### config.mk
export PLATFORM = sky130hd
export DESIGN_NAME = distance_vector_route_merge
export DESIGN_NICKNAME = d
export VERILOG_FILES = /design/src/hdl/dvrm_pkg.sv /design/src/hdl/dvrm_ram.sv /design/src/hdl/dvrm_ctrl.sv /design/src/hdl/dvrm_datapath.sv /design/src/hdl/distance_vector_route_merge.sv
export SDC_FILE = /design/constraint.sdc
export NUM_CORES = 2
export LEC_CHECK = 0
export ABC_AREA = 1
export BUFFER_PORTS_ARGS = -buffer_cell sky130_fd_sc_hd__clkbuf_2
export CORE_MARGIN = 3
export CORE_UTILIZATION = 50
export DETAILED_ROUTE_END_ITERATION = 10
export PLACE_DENSITY = 0.76
export SLEW_MARGIN = 10
export SYNTH_ARGS = -nofsm -noshare
export SYNTH_HDL_FRONTEND = slang
export SYNTH_SLANG_ARGS = --single-unit
### constraint.sdc
create_clock -name clock -period 5 [get_ports clock]
set_clock_uncertainty 0.05 [all_clocks]
set_input_delay 0.75 -clock clock [delete_from_list [all_inputs] [get_ports clock]]
set_output_delay 0.75 -clock clock [all_outputs]
set_load 0.01 [all_outputs]
### src/hdl/dvrm_pkg.sv
// ---------------------------------------------------------------------------
// dvrm_pkg
// Shared constants, status codes and controller/datapath interface types.
// ---------------------------------------------------------------------------
package dvrm_pkg;

   localparam int TABLE_ENTRIES = 64;
   localparam int ID_BITS       = 16;
   localparam int FIELD_ID_BITS = 16;
   localparam int ID_W          = (ID_BITS < FIELD_ID_BITS) ? ID_BITS : FIELD_ID_BITS;
   localparam int DIST_BITS     = 8;
   localparam int ADDR_BITS     = (TABLE_ENTRIES > 1) ? $clog2(TABLE_ENTRIES) : 1;
   localparam int COUNT_BITS    = $clog2(TABLE_ENTRIES + 1);
   localparam int ENTRY_BITS    = 2 * ID_W + DIST_BITS;

   localparam logic [DIST_BITS-1:0] DIST_MAX = {DIST_BITS{1'b1}};

   localparam logic [1:0] ST_INSERTED = 2'd0;
   localparam logic [1:0] ST_IMPROVED = 2'd1;
   localparam logic [1:0] ST_KEPT     = 2'd2;
   localparam logic [1:0] ST_FULL     = 2'd3;

   typedef struct packed {
      logic load_req;
      logic addr_step;
      logic resolve_local;
      logic resolve_hit;
      logic resolve_miss;
      logic rsp_load;
   } dvrm_cmd_type;

   typedef struct packed {
      logic own_hit;
      logic table_empty;
      logic entry_match;
      logic entry_last;
      logic rsp_free;
   } dvrm_sts_type;

endpackage

### src/hdl/dvrm_ram.sv
// ---------------------------------------------------------------------------
// dvrm_ram
// Generic single-write, single-read RAM with registered read data.
// ---------------------------------------------------------------------------
module dvrm_ram #(
   parameter int WIDTH = 8,
   parameter int DEPTH = 16
) (
   input  logic                                    clock,
   input  logic                                    wr_en,
   input  logic [((DEPTH > 1) ? $clog2(DEPTH) : 1)-1:0] wr_addr,
   input  logic [WIDTH-1:0]                        wr_data,
   input  logic [((DEPTH > 1) ? $clog2(DEPTH) : 1)-1:0] rd_addr,
   output logic [WIDTH-1:0]                        rd_data
);

   logic [WIDTH-1:0] mem_ff [DEPTH];
   logic [WIDTH-1:0] rd_data_ff;

   always_ff @(posedge clock) begin
      if (wr_en) begin
         mem_ff[wr_addr] <= wr_data;
      end
      rd_data_ff <= mem_ff[rd_addr];
   end

   assign rd_data = rd_data_ff;

endmodule

### src/hdl/dvrm_ctrl.sv
// ---------------------------------------------------------------------------
// dvrm_ctrl
// Sequencer: accept, scan the table one entry per read/compare pair, resolve,
// then hand the result to the output register.
// ---------------------------------------------------------------------------
module dvrm_ctrl
   import dvrm_pkg::*;
(
   input  logic         clock,
   input  logic         reset,
   input  logic         req_valid,
   output logic         req_ready,
   input  dvrm_sts_type sts,
   output dvrm_cmd_type cmd
);

   localparam logic [1:0] S_IDLE = 2'd0;
   localparam logic [1:0] S_READ = 2'd1;
   localparam logic [1:0] S_CMP  = 2'd2;
   localparam logic [1:0] S_OUT  = 2'd3;

   logic [1:0] state_ff;
   logic [1:0] state_in;

   always_comb begin
      state_in  = state_ff;
      cmd       = '0;
      req_ready = 1'b0;
      case (state_ff)
         S_IDLE: begin
            req_ready = 1'b1;
            if (req_valid) begin
               cmd.load_req = 1'b1;
               state_in     = S_READ;
            end
         end
         S_READ: begin
            // read of the current entry is in flight
            if (sts.own_hit) begin
               cmd.resolve_local = 1'b1;
               state_in          = S_OUT;
            end else if (sts.table_empty) begin
               cmd.resolve_miss = 1'b1;
               state_in         = S_OUT;
            end else begin
               state_in = S_CMP;
            end
         end
         S_CMP: begin
            if (sts.entry_match) begin
               cmd.resolve_hit = 1'b1;
               state_in        = S_OUT;
            end else if (sts.entry_last) begin
               cmd.resolve_miss = 1'b1;
               state_in         = S_OUT;
            end else begin
               cmd.addr_step = 1'b1;
               state_in      = S_READ;
            end
         end
         S_OUT: begin
            if (sts.rsp_free) begin
               cmd.rsp_load = 1'b1;
               state_in     = S_IDLE;
            end
         end
         default: begin
            state_in = S_IDLE;
         end
      endcase
   end

   always_ff @(posedge clock) begin
      if (reset) begin
         state_ff <= S_IDLE;
      end else begin
         state_ff <= state_in;
      end
   end

endmodule

### src/hdl/dvrm_datapath.sv
// ---------------------------------------------------------------------------
// dvrm_datapath
// Request registers, scan address, fill count, route RAM and result registers.
// ---------------------------------------------------------------------------
module dvrm_datapath
   import dvrm_pkg::*;
(
   input  logic                 clock,
   input  logic                 reset,
   input  logic                 csr_wr_en,
   input  logic [15:0]          csr_wr_data,
   input  logic [15:0]          req_dest_id,
   input  logic [DIST_BITS-1:0] req_adv_distance,
   input  logic [15:0]          req_source_id,
   output logic                 rsp_valid,
   input  logic                 rsp_ready,
   output logic [1:0]           rsp_merge_status,
   output logic [15:0]          rsp_route_nexthop,
   output logic [DIST_BITS-1:0] rsp_route_distance,
   output logic                 rsp_route_local,
   input  dvrm_cmd_type         cmd,
   output dvrm_sts_type         sts
);

   logic [ID_W-1:0]       own_ff, own_in;
   logic [ID_W-1:0]       dest_ff, dest_in;
   logic [ID_W-1:0]       src_ff, src_in;
   logic [DIST_BITS-1:0]  cand_ff, cand_in;
   logic [ADDR_BITS-1:0]  addr_ff, addr_in;
   logic [COUNT_BITS-1:0] count_ff, count_in;

   logic [1:0]            res_status_ff, res_status_in;
   logic [ID_W-1:0]       res_hop_ff, res_hop_in;
   logic [DIST_BITS-1:0]  res_dist_ff, res_dist_in;
   logic                  res_local_ff, res_local_in;

   logic                  rsp_valid_ff, rsp_valid_in;
   logic [1:0]            rsp_status_ff, rsp_status_in;
   logic [ID_W-1:0]       rsp_hop_ff, rsp_hop_in;
   logic [DIST_BITS-1:0]  rsp_dist_ff, rsp_dist_in;
   logic                  rsp_local_ff, rsp_local_in;

   logic                  ram_we;
   logic [ADDR_BITS-1:0]  ram_waddr;
   logic [ENTRY_BITS-1:0] ram_wdata;
   logic [ENTRY_BITS-1:0] ram_rdata;

   logic [ID_W-1:0]       rd_dest;
   logic [ID_W-1:0]       rd_hop;
   logic [DIST_BITS-1:0]  rd_dist;
   logic                  table_full;

   dvrm_ram #(
      .WIDTH (ENTRY_BITS),
      .DEPTH (TABLE_ENTRIES)
   ) u_ram (
      .clock   (clock),
      .wr_en   (ram_we),
      .wr_addr (ram_waddr),
      .wr_data (ram_wdata),
      .rd_addr (addr_ff),
      .rd_data (ram_rdata)
   );

   assign rd_dest    = ram_rdata[ENTRY_BITS-1 -: ID_W];
   assign rd_hop     = ram_rdata[DIST_BITS +: ID_W];
   assign rd_dist    = ram_rdata[DIST_BITS-1:0];
   assign table_full = (count_ff == COUNT_BITS'(TABLE_ENTRIES));

   assign sts.own_hit     = (dest_ff == own_ff);
   assign sts.table_empty = (count_ff == '0);
   assign sts.entry_match = (rd_dest == dest_ff);
   assign sts.entry_last  = ((COUNT_BITS'(addr_ff) + COUNT_BITS'(1)) == count_ff);
   assign sts.rsp_free    = !rsp_valid_ff || rsp_ready;

   always_comb begin
      own_in        = own_ff;
      dest_in       = dest_ff;
      src_in        = src_ff;
      cand_in       = cand_ff;
      addr_in       = addr_ff;
      count_in      = count_ff;
      res_status_in = res_status_ff;
      res_hop_in    = res_hop_ff;
      res_dist_in   = res_dist_ff;
      res_local_in  = res_local_ff;
      rsp_valid_in  = rsp_valid_ff;
      rsp_status_in = rsp_status_ff;
      rsp_hop_in    = rsp_hop_ff;
      rsp_dist_in   = rsp_dist_ff;
      rsp_local_in  = rsp_local_ff;
      ram_we        = 1'b0;
      ram_waddr     = addr_ff;
      ram_wdata     = {dest_ff, src_ff, cand_ff};

      if (csr_wr_en) begin
         own_in = csr_wr_data[ID_W-1:0];
      end

      if (cmd.load_req) begin
         dest_in = req_dest_id[ID_W-1:0];
         src_in  = req_source_id[ID_W-1:0];
         cand_in = (req_adv_distance == DIST_MAX) ? DIST_MAX
                                                  : req_adv_distance + DIST_BITS'(1);
         addr_in = '0;
      end

      if (cmd.addr_step) begin
         addr_in = addr_ff + ADDR_BITS'(1);
      end

      if (cmd.resolve_local) begin
         res_status_in = ST_KEPT;
         res_hop_in    = {ID_W{1'b1}};
         res_dist_in   = '0;
         res_local_in  = 1'b1;
      end

      if (cmd.resolve_hit) begin
         res_local_in = 1'b0;
         if (cand_ff < rd_dist) begin
            ram_we        = 1'b1;
            ram_waddr     = addr_ff;
            res_status_in = ST_IMPROVED;
            res_hop_in    = src_ff;
            res_dist_in   = cand_ff;
         end else begin
            res_status_in = ST_KEPT;
            res_hop_in    = rd_hop;
            res_dist_in   = rd_dist;
         end
      end

      if (cmd.resolve_miss) begin
         res_local_in = 1'b0;
         if (table_full) begin
            res_status_in = ST_FULL;
            res_hop_in    = '0;
            res_dist_in   = '0;
         end else begin
            ram_we        = 1'b1;
            ram_waddr     = count_ff[ADDR_BITS-1:0];
            count_in      = count_ff + COUNT_BITS'(1);
            res_status_in = ST_INSERTED;
            res_hop_in    = src_ff;
            res_dist_in   = cand_ff;
         end
      end

      if (cmd.rsp_load) begin
         rsp_valid_in  = 1'b1;
         rsp_status_in = res_status_ff;
         rsp_hop_in    = res_hop_ff;
         rsp_dist_in   = res_dist_ff;
         rsp_local_in  = res_local_ff;
      end else if (rsp_ready) begin
         rsp_valid_in = 1'b0;
      end
   end

   always_ff @(posedge clock) begin
      if (reset) begin
         own_ff       <= '0;
         count_ff     <= '0;
         rsp_valid_ff <= 1'b0;
      end else begin
         own_ff       <= own_in;
         count_ff     <= count_in;
         rsp_valid_ff <= rsp_valid_in;
      end
   end

   always_ff @(posedge clock) begin
      dest_ff       <= dest_in;
      src_ff        <= src_in;
      cand_ff       <= cand_in;
      addr_ff       <= addr_in;
      res_status_ff <= res_status_in;
      res_hop_ff    <= res_hop_in;
      res_dist_ff   <= res_dist_in;
      res_local_ff  <= res_local_in;
      rsp_status_ff <= rsp_status_in;
      rsp_hop_ff    <= rsp_hop_in;
      rsp_dist_ff   <= rsp_dist_in;
      rsp_local_ff  <= rsp_local_in;
   end

   assign rsp_valid          = rsp_valid_ff;
   assign rsp_merge_status   = rsp_status_ff;
   assign rsp_route_nexthop  = 16'(rsp_hop_ff);
   assign rsp_route_distance = rsp_dist_ff;
   assign rsp_route_local    = rsp_local_ff;

endmodule

### src/hdl/distance_vector_route_merge.sv
// ---------------------------------------------------------------------------
// distance_vector_route_merge
// Merges advertised distance-vector routes into a route table held in RAM.
// ---------------------------------------------------------------------------
//
//   channel   direction   handshake          payload
//   req       in          req_valid/ready    dest_id, adv_distance, source_id
//   rsp       out         rsp_valid/ready    merge_status, route_nexthop,
//                                            route_distance, route_local
//   csr       in          csr_wr_en          own_as_number (csr_wr_data)
//
// Sequence: a transaction to the own number or into an empty table goes from
//   the read state straight to the output state; otherwise the scan passes a
//   read and a compare state for each of m table entries read (hit position + 1,
//   or the fill count on a miss). The single RAM read port sets this.
// Reset: clears the fill count, the own number and the output valid; the
//   route RAM itself is not cleared, entries beyond the fill count are never read.
// Stalls: a result waits in the output register; the sequencer holds its
//   finished result until that register is free, then takes the next request.
//
module distance_vector_route_merge
   import dvrm_pkg::*;
(
   input  logic        clock,
   input  logic        reset,
   // configuration
   input  logic        csr_wr_en,
   input  logic [15:0] csr_wr_data,
   // request
   input  logic        req_valid,
   output logic        req_ready,
   input  logic [15:0] req_dest_id,
   input  logic [7:0]  req_adv_distance,
   input  logic [15:0] req_source_id,
   // response
   output logic        rsp_valid,
   input  logic        rsp_ready,
   output logic [1:0]  rsp_merge_status,
   output logic [15:0] rsp_route_nexthop,
   output logic [7:0]  rsp_route_distance,
   output logic        rsp_route_local
);

   dvrm_cmd_type cmd;
   dvrm_sts_type sts;

   // sequencer: idle, read entry, compare entry, present result
   dvrm_ctrl u_ctrl (
      .clock     (clock),
      .reset     (reset),
      .req_valid (req_valid),
      .req_ready (req_ready),
      .sts       (sts),
      .cmd       (cmd)
   );

   // table RAM, fill count, request and result registers
   dvrm_datapath u_datapath (
      .clock              (clock),
      .reset              (reset),
      .csr_wr_en          (csr_wr_en),
      .csr_wr_data        (csr_wr_data),
      .req_dest_id        (req_dest_id),
      .req_adv_distance   (req_adv_distance),
      .req_source_id      (req_source_id),
      .rsp_valid          (rsp_valid),
      .rsp_ready          (rsp_ready),
      .rsp_merge_status   (rsp_merge_status),
      .rsp_route_nexthop  (rsp_route_nexthop),
      .rsp_route_distance (rsp_route_distance),
      .rsp_route_local    (rsp_route_local),
      .cmd                (cmd),
      .sts                (sts)
   );

endmodule

After elaboration in Yosys (flattened, before gate mapping)
Memory sizes are Yosys's and may differ from the RTL's. A register that Yosys moved wholly into a read port is not among the register bits.
Cells that the tools add are included.
W data, S select, Z words.
{"block": "word_totals", "reg_bits": 126, "out_inout_bits": 29, "word_cells": 94, "mem_count": 1, "input_bits": 61, "ramBits": 2560}
{"block": "op_classes", "n_addsub": 4, "n_lt_le_gt_ge": 1, "eq_ne": 10, "n_mux": 51, "bitwise_logic": 1, "n_reduce_logical": 10}
{"name": "u_datapath.u_ram.mem_ff", "depth": 64, "width": 40, "rd": 1, "rd_ports_with_merged_regs": 1, "write_ports": 1, "line_no": "dvrm_ram.sv:17", "text": "logic [WIDTH-1:0] mem_ff [DEPTH];"}
{"cell": "$mux W16", "count": 5}
{"cell": "$mux W8", "count": 5}
{"cell": "$eq A16 B16 Y1", "count": 2}
{"cell": "$mux W1", "count": 26}
{"cell": "$mux W6", "count": 4}
{"cell": "$mux W2", "count": 9}
{"cell": "$add A8 B1 Y8 const B", "count": 1}
{"cell": "$eq A8 B8 Y1 const B", "count": 1}
{"cell": "$lt A8 B8 Y1", "count": 1}
{"cell": "$pmux W2 S4", "count": 1}
{"cell": "$add A6 B1 Y7 const B", "count": 1}
{"cell": "$add A7 B1 Y7 const B", "count": 1}
{"cell": "$eq A7 B7 Y1", "count": 1}
{"cell": "$eq A7 B7 Y1 const B", "count": 1}
{"cell": "$logic_not A7 Y1", "count": 1}
{"cell": "$add A6 B1 Y6 const B", "count": 1}
{"cell": "$eq A2 B2 Y1 const B", "count": 2}
{"cell": "$ne A2 B2 Y1 const B", "count": 2}
{"cell": "$reduce_and A2 Y1", "count": 2}
{"cell": "$reduce_bool A2 Y1", "count": 2}
{"cell": "$reduce_bool A3 Y1", "count": 1}
{"cell": "$eq A2 B1 Y1 const B", "count": 1}
{"cell": "$logic_not A2 Y1", "count": 1}
{"cell": "$pmux W1 S2", "count": 1}
{"cell": "4 further kinds", "count": 4}

Logic depth before layout (Yosys ltp)
{"block": "logic_depth", "ltp_word": 8, "ltp_mapped": 19, "mapped_depth_nobuf": 18}

Modules after synthesis
From an unflattened synthesis, not the netlist that was laid out.
{"block": "hier_totals", "cells_unflattened": 9081, "hier_area_um2": 109194.7}
{"mod": "dvrm_ram", "cells_each": 8445, "area_each_um2": 103136.4, "instances": 1, "seq_area_each_um2": 77674.5}
{"mod": "dvrm_datapath", "cells_each": 596, "area_each_um2": 5793.1, "instances": 1, "seq_area_each_um2": 3473.3}
{"mod": "dvrm_ctrl", "cells_each": 40, "area_each_um2": 265.3, "instances": 1, "seq_area_each_um2": 40.0}

Worst setup path after synthesis
No wires, ideal clock.
{"block": "synth_timing", "path_kind": "register to register", "from": "register u_datapath.dest_ff[6]", "to": "memory u_datapath.u_ram.mem_ff[13][0] (netlist bit), enable pin", "setup_time_ns": 0.438, "arrival_time_ns": 4.220, "n_path_buf": 1, "required_time_ns": 4.512, "path_stages_with_launch": 16, "setup_slack_ns": 0.292, "path_cell_list": "edfxtp_1 -> inv_1 -> nand2_1 -> nand2_1 -> nor2_1 -> nand2_1 -> nor2_1 -> a21oi_1 -> nand2_4 -> nand2_8 -> nand2_8 -> buf_6 -> nand2_1 -> nand2_2 -> nand4_2 -> nor2_1"}
{"block": "synth_between", "elab_chain_len": 8, "word_cells_on_any_way": 13, "cone_classes": "eq/ne: 2; mux: 11"}
{"element": "start, declared", "line_no": "dvrm_datapath.sv:26", "text": "logic [ID_W-1:0] dest_ff, dest_in;"}
{"element": "start signal, assigned", "line_no": "dvrm_datapath.sv:174", "text": "dest_ff <= dest_in;"}
{"element": "$eq A16 B16 Y1", "line_no": "dvrm_datapath.sv:72", "text": "assign sts.entry_match = (rd_dest == dest_ff);"}
{"element": "$mux W1", "line_no": "dvrm_ctrl.sv:50", "text": "if (sts.entry_match) begin"}
{"element": "$mux W1", "line_no": "dvrm_ctrl.sv:29", "text": "case (state_ff)"}
{"element": "$mux W1", "line_no": "dvrm_datapath.sv:119", "text": "if (cmd.resolve_hit) begin"}
{"element": "$mux W1", "line_no": "dvrm_datapath.sv:136", "text": "if (table_full) begin"}
{"element": "$mux W1", "line_no": "dvrm_datapath.sv:134", "text": "if (cmd.resolve_miss) begin"}
{"element": "$mux W1", "line_no": "dvrm_ram.sv:21", "text": "if (wr_en) begin"}
{"element": "$mux W1 (implied by the code)", "line_no": "dvrm_ram.sv:22", "text": "mem_ff[wr_addr] <= wr_data;"}
{"element": "end, declared", "line_no": "dvrm_ram.sv:17"}
Several ways; a longest one is shown, not always the timed one.

Worst setup path in the final report
{"block": "layout_timing", "from": "register u_datapath.dest_ff[2]", "to": "memory u_datapath.u_ram.mem_ff[36][0] (netlist bit), enable pin"}
The elaborated chain is that of the path after synthesis.

==> impl_results.html <==
<table>
<tr><th>Metric</th><th>Value</th></tr>
<tr><th colspan="2">Cells and area</th></tr>
<tr><td>Layout area overhead</td><td>13.2%</td></tr>
<tr><td>Share of layout cells above drive strength 1</td><td>0.106</td></tr>
<tr><td>Final non-filler cell area</td><td>0.121 mm^2</td></tr>
<tr><td>NumNets Final</td><td>8367</td></tr>
<tr><th colspan="2">Clock tree</th></tr>
<tr><td>CTS tree</td><td>yes</td></tr>
<tr><td>Post-CTS Resized</td><td>0</td></tr>
<tr><td>Clock buffer depth</td><td>4</td></tr>
<tr><td>Clock Sinks</td><td>2726</td></tr>
<tr><td>Number of levels in the clock H-tree</td><td>5</td></tr>
<tr><td>Clock tree root buffer cell</td><td>clkbuf_16</td></tr>
<tr><td>Clock network latency to the later pin of the worst-skew pair</td><td>960 ps</td></tr>
<tr><td>Reg clk slew, reported paths</td><td>60 ps</td></tr>
<tr><td>Setup Buffers After CTS</td><td>0</td></tr>
<tr><td>Number of buffers inserted for hold repair after clock tree synthesis</td><td>31</td></tr>
<tr><td>Clock buffer count from CTS</td><td>278</td></tr>
<tr><th colspan="2">Timing</th></tr>
<tr><td>Crit share post-route</td><td>0.915</td></tr>
<tr><td>Worst-margin pin slew</td><td>1230 ps</td></tr>
<tr><td>Final setup vio count</td><td>0</td></tr>
<tr><td>Setup repair after global routing missed its margin</td><td>no</td></tr>
<tr><td>Post-layout min period</td><td>4580 ps</td></tr>
<tr><td>Final slew viol count</td><td>0</td></tr>
<tr><td>Max frequency</td><td>219 MHz</td></tr>
<tr><td>Setup TNS</td><td>0 ps</td></tr>
<tr><td>Rel. slew slack</td><td>0.175</td></tr>
<tr><td>Final number of hold-violating endpoints</td><td>0</td></tr>
<tr><th colspan="2">Yosys</th></tr>
<tr><td>Gate count of the mapped netlist</td><td>8130</td></tr>
<tr><td>Sequential cell area fraction in the yosys report</td><td>0.761</td></tr>
<tr><td>Flip-flop and latch count after synthesis</td><td>2726</td></tr>
<tr><td>Net Count, Synth</td><td>8206</td></tr>
<tr><td>Top_reg_cell synth</td><td>edfxtp_1</td></tr>
<tr><td>Mapped Avg Cell Area</td><td>13.1 um^2</td></tr>
<tr><td>Distinct cells, synth</td><td>47</td></tr>
<tr><td>Share of flip-flops with an asynchronous set or reset after synthesis</td><td>0</td></tr>
<tr><td>Post-synthesis instance area</td><td>0.107 mm^2</td></tr>
<tr><td>Yosys warning count</td><td>0</td></tr>
<tr><td>Number of synthesized flops with an enable pin</td><td>2659</td></tr>
<tr><th colspan="2">Power</th></tr>
<tr><td>Peak ir drop on the vdd network</td><td>433 uV</td></tr>
<tr><td>Power per cell area</td><td>455 mW/mm^2</td></tr>
<tr><td>Static leakage</td><td>39.0 nW</td></tr>
<tr><td>Total power</td><td>54.9 mW</td></tr>
<tr><th colspan="2">Job</th></tr>
<tr><td>Count of maximum capacitance violations</td><td>0</td></tr>
<tr><th colspan="2">Worst setup path</th></tr>
<tr><td>Crit path kind</td><td>reg2reg</td></tr>
<tr><td>Startpoint class of the critical path</td><td>flop</td></tr>
<tr><td>Critical Path Most Common Cell</td><td>nand2_1</td></tr>
<tr><td>Data arrival at the endpoint of the critical path</td><td>5070 ps</td></tr>
<tr><td>Worst path top cell family by delay</td><td>simple AND/OR/NAND/NOR gates</td></tr>
<tr><td>Number of buffers and inverters on the critical path</td><td>2</td></tr>
<tr><td>Max Fanout on Critical Path</td><td>20</td></tr>
<tr><td>Maximum single-stage delay on the critical path</td><td>630 ps</td></tr>
<tr><td>Worst Setup End Kind</td><td>flop</td></tr>
<tr><td>Cells along the critical path</td><td>nand2_1 &gt; nand2_1 &gt; nor2_1 &gt; nand2_1 &gt; nor2_1 &gt; a21oi_1 &gt; nand2_4 &gt; nand2_8 &gt; nand2_8 &gt; nand2_1 &gt; nand2_2 &gt; nand4_2 &gt; buf_4 &gt; nor2_4 &gt; buf_4</td></tr>
<tr><td>Endpoint required time on the critical path</td><td>5490 ps</td></tr>
<tr><td>Slowest library cell on the worst path</td><td>nand4_2</td></tr>
<tr><th colspan="2">Route</th></tr>
<tr><td>Detailed-route via count</td><td>73300</td></tr>
<tr><td>Final routed DRC violation total</td><td>0</td></tr>
<tr><td>Length of the first detailed-routing pass in iterations</td><td>8</td></tr>
<tr><td>WL/cell</td><td>28.7 um</td></tr>
<tr><td>Routed wire length</td><td>324 mm</td></tr>
<tr><td>Number of vias per cell after detailed routing</td><td>6.48</td></tr>
<tr><td>Violation count after the first detailed-route iteration</td><td>13800</td></tr>
<tr><td>DRT antenna net count</td><td>0</td></tr>
<tr><th colspan="2">Floorplan</th></tr>
<tr><td>IO Count</td><td>90</td></tr>
<tr><td>Floorplan core area</td><td>0.211 mm^2</td></tr>
<tr><td>Die W</td><td>468 um</td></tr>
<tr><td>Starting Density</td><td>0.506</td></tr>
<tr><td>Site Rows</td><td>168</td></tr>
<tr><td>Die area</td><td>0.219 mm^2</td></tr>
<tr><td>Die height</td><td>468 um</td></tr>
<tr><th colspan="2">Global routing</th></tr>
<tr><td>Wire length of the first global-routing pass</td><td>464 mm</td></tr>
<tr><td>All-Layer GR Usage</td><td>0.289</td></tr>
<tr><td>Number of antenna violations at the first check in global routing</td><td>28</td></tr>
<tr><td>Maximum number of pins on one net before global-route repair</td><td>202</td></tr>
<tr><td>Grt total ovfl</td><td>0</td></tr>
<tr><td>Vias in the first global route</td><td>68200</td></tr>
<tr><th colspan="2">Placed design</th></tr>
<tr><td>Number of input and output port buffers inserted</td><td>89</td></tr>
<tr><td>Half-perimeter wire length of the detailed placement result</td><td>191 mm</td></tr>
<tr><td>Placer congestion estimate</td><td>0.981</td></tr>
<tr><td>Area of placed instances</td><td>0.112 mm^2</td></tr>
<tr><th colspan="2">Min path</th></tr>
<tr><td>Classification of the worst-slack hold path</td><td>in2reg</td></tr>
<tr><th colspan="2">Outcome</th></tr>
<tr><td>Result of the run</td><td>finished, final reports clean</td></tr>
</table>
## placed cells by master, fill, tap and decap left out, types with 13 or more instances in the layout
master         count
o21ai_0         1595
clkbuf_16        286
clkinv_1          46
clkinv_2          34
edfxtp_1        2659
nand2_1          322
o31ai_1           35
o22ai_1          739
ha_1              15
nand2_2           13
a21oi_1           96
nor2_4            67
inv_1             73
buf_4            276
clkbuf_2          89
o211ai_1          24
nor3_1            27
clkbuf_1          68
buf_12            54
dfxtp_1           67
mux2i_1           21
nand3_1           29
dlygate4sd3_1     31
xnor2_1           16
nor2_1          1679
o221ai_1          17
## cells in the mapped netlist (all sizes together), types with 2 or more instances
| cell type | count | area, um^2 |
|---|---|---|
| o22ai | 739 | 4620 |
| ha | 15 | 188 |
| buf | 105 | 510 |
| a21oi | 97 | 485 |
| nor3 | 27 | 135 |
| inv | 82 | 308 |
| nand4 | 13 | 149 |
| clkbuf | 464 | 1740 |
| xnor2 | 16 | 140 |
| xor2 | 4 | 35.0 |
| mux2i | 21 | 210 |
| nand3 | 34 | 203 |
| or2 | 3 | 18.8 |
| nand2 | 342 | 1390 |
| edfxtp | 2659 | 79800 |
| dfxtp | 67 | 1340 |
| nor2 | 1751 | 6610 |
| o211ai | 24 | 180 |
| o21ai | 1599 | 8020 |
| o221ai | 17 | 149 |
| a211oi | 2 | 15.0 |
| a31oi | 6 | 37.5 |
| o31ai | 35 | 263 |
## flip-flops by register name, summed over array words and instances, names as in the netlist
| name | count |
|---|---|
| u_datapath.u_ram.mem_ff | 2560 |
| u_datapath.u_ram.rd_data | 40 |
| u_datapath.dest_ff | 16 |
| u_datapath.own_ff | 16 |
| u_datapath.res_hop_ff | 16 |
| u_datapath.rsp_route_nexthop | 16 |
| u_datapath.src_ff | 16 |
| u_datapath.cand_ff | 8 |
| u_datapath.res_dist_ff | 8 |
| u_datapath.rsp_route_distance | 8 |
| u_datapath.count_ff | 7 |
| u_datapath.addr_ff | 6 |
| u_ctrl.state_ff | 2 |
| u_datapath.res_status_ff | 2 |
| u_datapath.rsp_merge_status | 2 |
| u_datapath.res_local_ff | 1 |
| u_datapath.rsp_route_local | 1 |
| u_datapath.rsp_valid | 1 |
## power by group
part	switching [mW]	internal, mW
Clock	8.45	11.2
Combinational	7.06	2.25
Sequential	0.259	25.6
## routing by layer
layer,track usage,vias to the layer above,share of wire
met2,0.420,6183,0.43
met5,0.00571,-,0.00086
met3,0.110,927,0.17
li1,-,30600,-
met1,0.394,35500,0.35
met4,0.115,18,0.045
## cell families after synthesis
logic type / synth area share
AO/OA/AOI/OAI: 0.130
buffers and inverters: 0.0240
multiplexers: 0.00197
adder cells (fa/ha/maj): 0.00176
AND/OR/NAND/NOR: 0.0799
XOR/XNOR: 0.00164
flip-flops: 0.761
## stage by stage
stage / worst slack, ps / instances / util / hold WS [ps]
finish: 425 / 11300 / 0.573 / 35.9
floorplan: 292 / 8130 / - / 350
global route: 433 / 11300 / 0.573 / 30.1
global placement: 746 / 10800 / 0.531 / 356
CTS: 699 / 11300 / 0.573 / 0.275
detailed placement: 737 / 10800 / 0.531 / 355
## tightest hold or removal path: stages
cell	delay, ps
clkbuf_2	70
nor2_1	30
nor2_1	90
## worst paths after layout
kind / from / end / slack (ps) / cells after the start
setup reg to reg: u_datapath.dest_ff[2] / u_datapath.u_ram.mem_ff[36][0] / 420 / 15
setup / recovery: u_datapath.dest_ff[2] / u_datapath.u_ram.mem_ff[36][0] / 420 / 15
hold reg to reg: u_datapath.res_hop_ff[5] / u_datapath.rsp_route_nexthop[5] / 370 / 0
hold / removal: csr_wr_data[3] / u_datapath.own_ff[3] / 40 / 3
## layout make-up
class,instances,area (um^2)
clock buffer,366,7580
antenna,12,30.0
fill,15800,90100
clock inverter,105,825
multi-input combinational,4752,23400
tap,2805,3510
sequential,2726,81200
inverter,83,342
timing repair buffer,450,3910
Power figures use the tool's default switching activity.
